==> src/xrs_pkg.sv <==
// shared types, opcodes and constants of the xoshiro random source
package xrs_pkg;

   // request opcodes
   localparam logic [3:0] OP_DRAW64      = 4'd0;
   localparam logic [3:0] OP_DRAW32      = 4'd1;
   localparam logic [3:0] OP_DRAW16      = 4'd2;
   localparam logic [3:0] OP_DRAW8       = 4'd3;
   localparam logic [3:0] OP_UNIT_SINGLE = 4'd4;
   localparam logic [3:0] OP_UNIT_DOUBLE = 4'd5;
   localparam logic [3:0] OP_SEED        = 4'd6;
   localparam logic [3:0] OP_WRITE       = 4'd7;
   localparam logic [3:0] OP_READ        = 4'd8;

   // splitmix64 constants
   localparam logic [63:0] GOLDEN_GAMMA = 64'h9e37_79b9_7f4a_7c15;
   localparam logic [63:0] MIX_ONE      = 64'hbf58_476d_1ce4_e5b9;
   localparam logic [63:0] MIX_TWO      = 64'h94d0_49bb_1331_11eb;

   // fraction masks
   localparam logic [63:0] FRAC_SINGLE_MASK = 64'h0000_0000_007f_ffff;
   localparam logic [63:0] FRAC_DOUBLE_MASK = 64'h000f_ffff_ffff_ffff;

   // slices held by each pool after a refill
   localparam logic [1:0] SLICES_32 = 2'd2;
   localparam logic [2:0] SLICES_16 = 3'd4;
   localparam logic [3:0] SLICES_8  = 4'd8;

   // chained mixing rounds in a seed
   localparam int SEED_ROUNDS = 4;

   // operands handed to the shared multiplier
   typedef struct packed {
      logic [31:0] a;
      logic [31:0] b;
   } mul_req_type;

   // sequencer states
   typedef enum logic [3:0] {
      ST_IDLE,
      ST_DRAW1,
      ST_DRAW2,
      ST_SLICE,
      ST_ADD,
      ST_MUL0,
      ST_MUL1,
      ST_MUL2,
      ST_MUL3,
      ST_POST,
      ST_DONE
   } state_type;

endpackage

==> src/xoshiro_random_source_core.sv <==
// xoshiro256** generator: sequencer, state words, pools and result register
// read, write and unused codes go straight to the result; draw64 and unit double take a draw,
// slice ops take a slice from a filled pool or draw and refill first, seed runs its rounds
// each seed round makes two products, each three passes of the shared multiplier
// one request is handled at a time; a new one is taken while a result waits
// synchronous reset clears the sequencer, state words, pools and counts to zero
module xoshiro_random_source_core (
   input  logic        clock,
   input  logic        reset,
   input  logic        req_valid,
   output logic        req_ready,
   input  logic [3:0]  req_opcode,
   input  logic [63:0] req_word_in,
   input  logic [1:0]  req_word_index,
   output logic        rsp_valid,
   input  logic        rsp_ready,
   output logic [63:0] rsp_value
);
   import xrs_pkg::*;

   state_type   state_ff, state_in;
   logic [63:0] gw_ff [4];
   logic [63:0] gw_in [4];
   logic [63:0] p32_ff, p32_in, p16_ff, p16_in, p8_ff, p8_in;
   logic [1:0]  left32_ff, left32_in;
   logic [2:0]  left16_ff, left16_in;
   logic [3:0]  left8_ff, left8_in;
   logic [3:0]  op_ff, op_in;
   logic [63:0] seed_ff, seed_in;
   logic [63:0] acc_ff, acc_in;
   logic [63:0] mop_ff, mop_in;
   logic [63:0] res_ff, res_in;
   logic        mul_sel_ff, mul_sel_in;
   logic [1:0]  rnd_ff, rnd_in;
   logic        rsp_valid_ff, rsp_valid_in;
   logic [63:0] rsp_value_ff, rsp_value_in;

   logic        slot_free;
   mul_req_type mul_req;
   logic [63:0] mul_prod;
   logic [63:0] mul_k;
   logic [63:0] draw_rot, draw_val;
   logic [63:0] n0, n1, n2, n3;
   logic [63:0] add_t, fin_w;

   // shared multiplier
   xrs_mul_unit u_mul (
      .clock    (clock),
      .mul_req  (mul_req),
      .mul_prod (mul_prod)
   );

   // output slot is free when empty or being taken
   assign slot_free = !rsp_valid_ff || rsp_ready;

   // xoshiro256 state update
   always_comb begin
      n2 = gw_ff[2] ^ gw_ff[0];
      n3 = gw_ff[3] ^ gw_ff[1];
      n1 = gw_ff[1] ^ n2;
      n0 = gw_ff[0] ^ n3;
      n2 = n2 ^ {gw_ff[1][46:0], 17'b0};
      n3 = {n3[18:0], n3[63:19]};
   end

   // star-star scrambler second half: rotate by 7, times 9
   assign draw_rot = {acc_ff[56:0], acc_ff[63:57]};
   assign draw_val = draw_rot + {draw_rot[60:0], 3'b0};

   // splitmix helpers
   assign add_t = seed_ff + GOLDEN_GAMMA;
   assign fin_w = acc_ff ^ (acc_ff >> 31);
   assign mul_k = mul_sel_ff ? MIX_TWO : MIX_ONE;

   // next state
   always_comb begin
      state_in = state_ff;
      case (state_ff)
         ST_IDLE: begin
            if (req_valid) begin
               case (req_opcode)
                  OP_DRAW64, OP_UNIT_DOUBLE: state_in = ST_DRAW1;
                  OP_DRAW32, OP_UNIT_SINGLE:
                     state_in = (left32_ff == '0) ? ST_DRAW1 : ST_SLICE;
                  OP_DRAW16: state_in = (left16_ff == '0) ? ST_DRAW1 : ST_SLICE;
                  OP_DRAW8:  state_in = (left8_ff == '0) ? ST_DRAW1 : ST_SLICE;
                  OP_SEED:   state_in = ST_ADD;
                  default:   state_in = ST_DONE;
               endcase
            end
         end
         ST_DRAW1: state_in = ST_DRAW2;
         ST_DRAW2: begin
            case (op_ff)
               OP_DRAW32, OP_DRAW16, OP_DRAW8, OP_UNIT_SINGLE: state_in = ST_SLICE;
               default: state_in = ST_DONE;
            endcase
         end
         ST_SLICE: state_in = ST_DONE;
         ST_ADD:   state_in = ST_MUL0;
         ST_MUL0:  state_in = ST_MUL1;
         ST_MUL1:  state_in = ST_MUL2;
         ST_MUL2:  state_in = ST_MUL3;
         ST_MUL3:  state_in = ST_POST;
         ST_POST: begin
            if (!mul_sel_ff) begin
               state_in = ST_MUL0;
            end else if (rnd_ff == 2'(SEED_ROUNDS - 1)) begin
               state_in = ST_DONE;
            end else begin
               state_in = ST_ADD;
            end
         end
         ST_DONE: begin
            if (slot_free) begin
               state_in = ST_IDLE;
            end
         end
         default: state_in = ST_IDLE;
      endcase
   end

   // sequencer outputs: ready and multiplier operands
   always_comb begin
      req_ready = (state_ff == ST_IDLE);
      mul_req.a = mop_ff[31:0];
      mul_req.b = mul_k[31:0];
      case (state_ff)
         ST_MUL1: begin
            mul_req.a = mop_ff[31:0];
            mul_req.b = mul_k[63:32];
         end
         ST_MUL2: begin
            mul_req.a = mop_ff[63:32];
            mul_req.b = mul_k[31:0];
         end
         default: begin
            mul_req.a = mop_ff[31:0];
            mul_req.b = mul_k[31:0];
         end
      endcase
   end

   // datapath next values
   always_comb begin
      gw_in      = gw_ff;
      p32_in     = p32_ff;
      p16_in     = p16_ff;
      p8_in      = p8_ff;
      left32_in  = left32_ff;
      left16_in  = left16_ff;
      left8_in   = left8_ff;
      op_in      = op_ff;
      seed_in    = seed_ff;
      acc_in     = acc_ff;
      mop_in     = mop_ff;
      res_in     = res_ff;
      mul_sel_in = mul_sel_ff;
      rnd_in     = rnd_ff;
      case (state_ff)
         // take the request; write and read happen here
         ST_IDLE: begin
            if (req_valid) begin
               op_in      = req_opcode;
               seed_in    = req_word_in;
               res_in     = '0;
               mul_sel_in = 1'b0;
               rnd_in     = '0;
               if (req_opcode == OP_WRITE) begin
                  gw_in[req_word_index] = req_word_in;
               end
               if (req_opcode == OP_READ) begin
                  res_in = gw_ff[req_word_index];
               end
            end
         end
         // times five on word one, advance the state
         ST_DRAW1: begin
            acc_in   = gw_ff[1] + {gw_ff[1][61:0], 2'b0};
            gw_in[0] = n0;
            gw_in[1] = n1;
            gw_in[2] = n2;
            gw_in[3] = n3;
         end
         // finished draw: result or pool refill
         ST_DRAW2: begin
            case (op_ff)
               OP_DRAW64:      res_in = draw_val;
               OP_UNIT_DOUBLE: res_in = draw_val & FRAC_DOUBLE_MASK;
               OP_DRAW32, OP_UNIT_SINGLE: begin
                  p32_in    = draw_val;
                  left32_in = SLICES_32;
               end
               OP_DRAW16: begin
                  p16_in    = draw_val;
                  left16_in = SLICES_16;
               end
               OP_DRAW8: begin
                  p8_in    = draw_val;
                  left8_in = SLICES_8;
               end
               default: ;
            endcase
         end
         // hand out the low slice of a pool
         ST_SLICE: begin
            case (op_ff)
               OP_DRAW32, OP_UNIT_SINGLE: begin
                  res_in    = (op_ff == OP_UNIT_SINGLE) ? (p32_ff & FRAC_SINGLE_MASK)
                                                        : {32'b0, p32_ff[31:0]};
                  p32_in    = p32_ff >> 32;
                  left32_in = left32_ff - 2'd1;
               end
               OP_DRAW16: begin
                  res_in    = {48'b0, p16_ff[15:0]};
                  p16_in    = p16_ff >> 16;
                  left16_in = left16_ff - 3'd1;
               end
               OP_DRAW8: begin
                  res_in   = {56'b0, p8_ff[7:0]};
                  p8_in    = p8_ff >> 8;
                  left8_in = left8_ff - 4'd1;
               end
               default: ;
            endcase
         end
         // seed round: add gamma and fold
         ST_ADD: mop_in = add_t ^ (add_t >> 30);
         // low by low product
         ST_MUL1: acc_in = mul_prod;
         // cross products into the upper half
         ST_MUL2, ST_MUL3: acc_in[63:32] = acc_ff[63:32] + mul_prod[31:0];
         // second fold, or end of round
         ST_POST: begin
            if (!mul_sel_ff) begin
               mop_in     = acc_ff ^ (acc_ff >> 27);
               mul_sel_in = 1'b1;
            end else begin
               gw_in[rnd_ff] = fin_w;
               seed_in       = fin_w;
               mul_sel_in    = 1'b0;
               rnd_in        = rnd_ff + 2'd1;
            end
         end
         default: ;
      endcase
   end

   // result register
   always_comb begin
      rsp_valid_in = rsp_valid_ff && !rsp_ready;
      rsp_value_in = rsp_value_ff;
      if (state_ff == ST_DONE && slot_free) begin
         rsp_valid_in = 1'b1;
         rsp_value_in = res_ff;
      end
   end

   // control and generator state
   always_ff @(posedge clock) begin
      if (reset) begin
         state_ff     <= ST_IDLE;
         gw_ff        <= '{default: '0};
         p32_ff       <= '0;
         p16_ff       <= '0;
         p8_ff        <= '0;
         left32_ff    <= '0;
         left16_ff    <= '0;
         left8_ff     <= '0;
         mul_sel_ff   <= 1'b0;
         rnd_ff       <= '0;
         rsp_valid_ff <= 1'b0;
      end else begin
         state_ff     <= state_in;
         gw_ff        <= gw_in;
         p32_ff       <= p32_in;
         p16_ff       <= p16_in;
         p8_ff        <= p8_in;
         left32_ff    <= left32_in;
         left16_ff    <= left16_in;
         left8_ff     <= left8_in;
         mul_sel_ff   <= mul_sel_in;
         rnd_ff       <= rnd_in;
         rsp_valid_ff <= rsp_valid_in;
      end
   end

   // payload registers
   always_ff @(posedge clock) begin
      op_ff        <= op_in;
      seed_ff      <= seed_in;
      acc_ff       <= acc_in;
      mop_ff       <= mop_in;
      res_ff       <= res_in;
      rsp_value_ff <= rsp_value_in;
   end

   assign rsp_valid = rsp_valid_ff;
   assign rsp_value = rsp_value_ff;

endmodule

==> src/xrs_mul_unit.sv <==
// shared 32 by 32 multiplier with a registered product
module xrs_mul_unit (
   input  logic                clock,
   input  xrs_pkg::mul_req_type mul_req,
   output logic [63:0]         mul_prod
);
   import xrs_pkg::*;

   logic [63:0] prod_ff;
   logic [63:0] prod_in;

   // full product of the two operands
   assign prod_in = 64'(mul_req.a) * 64'(mul_req.b);

   always_ff @(posedge clock) begin
      prod_ff <= prod_in;
   end

   assign mul_prod = prod_ff;

endmodule

==> config.mk <==
export PLATFORM = sky130hd
export DESIGN_NAME = xoshiro_random_source_core
export DESIGN_NICKNAME = d
export VERILOG_FILES = /design/src/xrs_pkg.sv /design/src/xoshiro_random_source_core.sv /design/src/xrs_mul_unit.sv
export SDC_FILE = /design/constraint.sdc
export NUM_CORES = 2
export LEC_CHECK = 0
export BUFFER_PORTS_ARGS = -buffer_cell sky130_fd_sc_hd__buf_4
export CAP_MARGIN = 20
export CORE_MARGIN = 2
export CORE_UTILIZATION = 40
export DETAILED_ROUTE_END_ITERATION = 10
export GPL_TIMING_DRIVEN = 1
export MAX_ROUTING_LAYER = met4
export SKIP_LAST_GASP = 1
export SYNTH_ARGS = -nofsm -noshare
export SYNTH_HDL_FRONTEND = slang
export SYNTH_SLANG_ARGS = --single-unit
==> constraint.sdc <==
create_clock -name clock -period 19.5 [get_ports clock]
set_input_delay 1.95 -clock clock [delete_from_list [all_inputs] [get_ports clock]]
set_output_delay 1.95 -clock clock [all_outputs]
set_load 0.05 [all_outputs]
==> impl_metrics.csv <==
group,metric,value,unit
status,outcome,"finished, violations left",
status,violations,"design-rule violations",
timing,min_period,11.42,ns
synth,ys_ff_latch,853,
floorplanning,fp.dieH,455,microns
synth,synth_top_family_by_area,"adder cells",
timing,setup_viol,0,
detailed_routing,wl_per_cell,31.4,microns
timing,fin_ws,8.08,ns
worst_hold_path,hold_path.startpoint,"res_ff[37]",
timing,setup_tns,0,ns
clocking,htreeDepth,3,
detailed_routing,dr_total_vias,73651,
timing,period_share,58.5,%
global_routing,grt_antenna_before_repair,39,
detailed_routing,drt-initial-drc-count,11509,
worst_setup_path,endpoint_kind,"flip-flop",
clocking,cts_hold_buffers,0,
synth,ys_warn_count,0,
synth,async_flop_share,0,%
synth,synth_largest_area_cell,"fa_1",
synth,yosys.area_share.simple,13.1,%
floorplanning,die_w,455,microns
place,dp_hpwl,285000,microns
synth,synthesis.area,0.0812,sq mm
worst_hold_path,hp-class,"reg2reg",
worst_setup_path,arrival,12.07,ns
synth,ys.flop_type,"dfxtp_1",
worst_setup_path,cp_num_buf_inv,8,
timing,rsz0062_at_grt,"false",
timing,tightestPinTransition,1.31,ns
clocking,cts_made_buffers,98,
worst_setup_path,cp-start-kind,"flip-flop",
floorplanning,rows,165,
clocking,clk_latency,0.78,ns
worst_setup_path,crit_type,"reg2reg",
run,max-cap-violations,0,
floorplanning,core-area,0.202,sq mm
global_routing,grt_pass1_wl,525000,microns
clocking,cts_resized,0,
clocking,clk_pin_slew_worst_paths,0.06,ns
layout,finalNetCount,10494,
synth,yosys.area_share.adder,27.8,%
worst_setup_path,crit_path_top_delay_cell,"a21oi_1",
worst_setup_path,path_delay_family,"adder cells",
floorplanning,die-area,0.207,sq mm
detailed_routing,drc,17,
place,io_buffers,139,
synth,synth_area_per_cell,8.76,sq um
synth,yosysTopAreaCellShare,19.9,%
floorplanning,start_util,40.2,%
place,place_ws,7.99,ns
layout,area_growth,9.04,%
timing,max_freq,87.6,MHz
global_routing,grt_pass1_vias,69862,
timing,relSlewSlack,12.1,%
clocking,clk_path_buf_depth,3,
place,place_inst,11669,
timing,skew,0.0709,ns
worst_setup_path,r2r_end,"u_mul.mul_prod[63]",
synth,synth.distinct_cells,95,
worst_setup_path,ff2ff_path_depth,30,
worst_setup_path,rrSetupSlack,8.08,ns
detailed_routing,wl,373000,microns
layout,fillers,19975,
clocking,cts.sinks,853,
synth,netlist_instances,9273,
worst_setup_path,critPathMaxStageDelay,0.77,ns
layout,drive_gt1_share,7.01,%
synth,seq_area_frac_synth,25.0,%
worst_setup_path,r2r_start,"state_ff[1]",
layout,instances_no_fill,11886,
global_routing,gr-total-overflow,0,
synth,synth_edf_count,324,
timing,final_hold_viol_count,0,
synth,synthMuxAreaShare,2.79,%
worst_setup_path,crit_top_cell,"fa_1",
detailed_routing,postRouteAntennaNets,0,
place,gp_congestion,1.04,
worst_hold_path,hold_end,"rsp_value[37]",
global_routing,grt_usage,36.6,%
floorplanning,boundaryPins,140,
synth,synth.area.top_cells,"fa_1 (20%), dfxtp_1 (13%), edfxtp_1 (12%), ha_1 (7.9%), inv_1 (5.3%)",
detailed_routing,routed_via_density,6.20,
worst_setup_path,crit_fanout,123,
timing,slew_viol_final,0,
worst_hold_path,whs_path_depth,0,
synth,synth_fp_nets,10665,
synth,synthXorXnorAreaFrac,5.93,%
clocking,root_buffer,"clkbuf_16",
worst_setup_path,required,20.16,ns
synth,synth_compound_area_share,17.5,%
detailed_routing,drt_first_pass_iters,11,
clocking,cts_tree,"yes",
clocking,postCtsSetupBuffers,0,
global_routing,grt_start_max_net_pins,133,
==> cells in the mapped netlist, types with 118 or more instances <==
master / count
a222oi_1: 158
a21oi_1: 657
nand2_1: 803
a21o_1: 118
inv_1: 1151
nand3_1: 196
dfxtp_1: 529
edfxtp_1: 324
o21ai_0: 549
xnor2_1: 250
fa_1: 808
nor2_1: 1109
ha_1: 510
clkbuf_1: 492
a211oi_1: 159
xor2_1: 294
==> cell type report <==
type	count	area, sq um	area share, %
flip-flops and latches	853	20300	23.0
multi-input cells	6707	54700	61.8
well taps	2672	3340	3.78
clock buffers	128	2720	3.07
diodes	26	65.1	0.0735
clock inverters	58	861	0.972
repair buffers	287	2200	2.48
inverters	1155	4340	4.90
==> cell usage in the layout, fill, tap and decap left out, drive strengths merged, types with 64 or more instances in the layout <==
master / n
xor2: 297
fa: 808
dfxtp: 529
inv: 1164
nand4: 70
nor3: 89
nand2: 804
a222oi: 158
ha: 510
edfxtp: 324
a21o: 118
o21ai: 589
clkbuf: 129
a22oi: 92
nor2: 1110
buf: 286
a21oi: 659
mux4: 64
nand3: 198
xnor2: 250
a211oi: 162
==> logic make-up after synthesis <==
| kind of cell | count (synthesis) |
|---|---|
| AOI/OAI and AO/OA | 2200 |
| xor gates and xnor gates | 547 |
| adders and majority gates | 1318 |
| buffers and inverters | 1713 |
| DFF | 853 |
| muxes | 143 |
| and+or+nand+nor | 2499 |
==> through the flow <==
step                hold WS [ns]  instance area, sq um  utilization [%]
CTS                        0.419                 88400             43.8
floorplan                  0.400                 81200                -
finish                     0.417                 88500             43.9
global placement           0.401                 84800             42.0
global route               0.425                 88500             43.9
detailed placement         0.405                 84900             42.0
==> routing by layer <==
metal	vias to the layer above	GRT usage, %	wire length (microns)
li1	31298	-	-
met1	36586	50.0	153000
met2	4881	49.9	151000
met3	886	9.91	46900
met4	0	17.2	21700
met5	-	-	0
==> how the worst max path moves through the flow <==
stage                     start                  to  slack [ns]  cells after the start
floorplan           state_ff[3]  u_mul.mul_prod[62]       10.81                     32
global placement    state_ff[0]  u_mul.mul_prod[57]        8.04                     29
detailed placement  state_ff[0]  u_mul.mul_prod[63]        7.99                     29
CTS                 state_ff[1]  u_mul.mul_prod[63]        7.98                     29
global route        state_ff[1]  u_mul.mul_prod[63]        7.72                     30
finish              state_ff[1]  u_mul.mul_prod[63]        8.08                     30
Power is left out: the tool's default activity adds up to more than one toggle a clock period on the data nets, which glitch-free logic cannot reach.
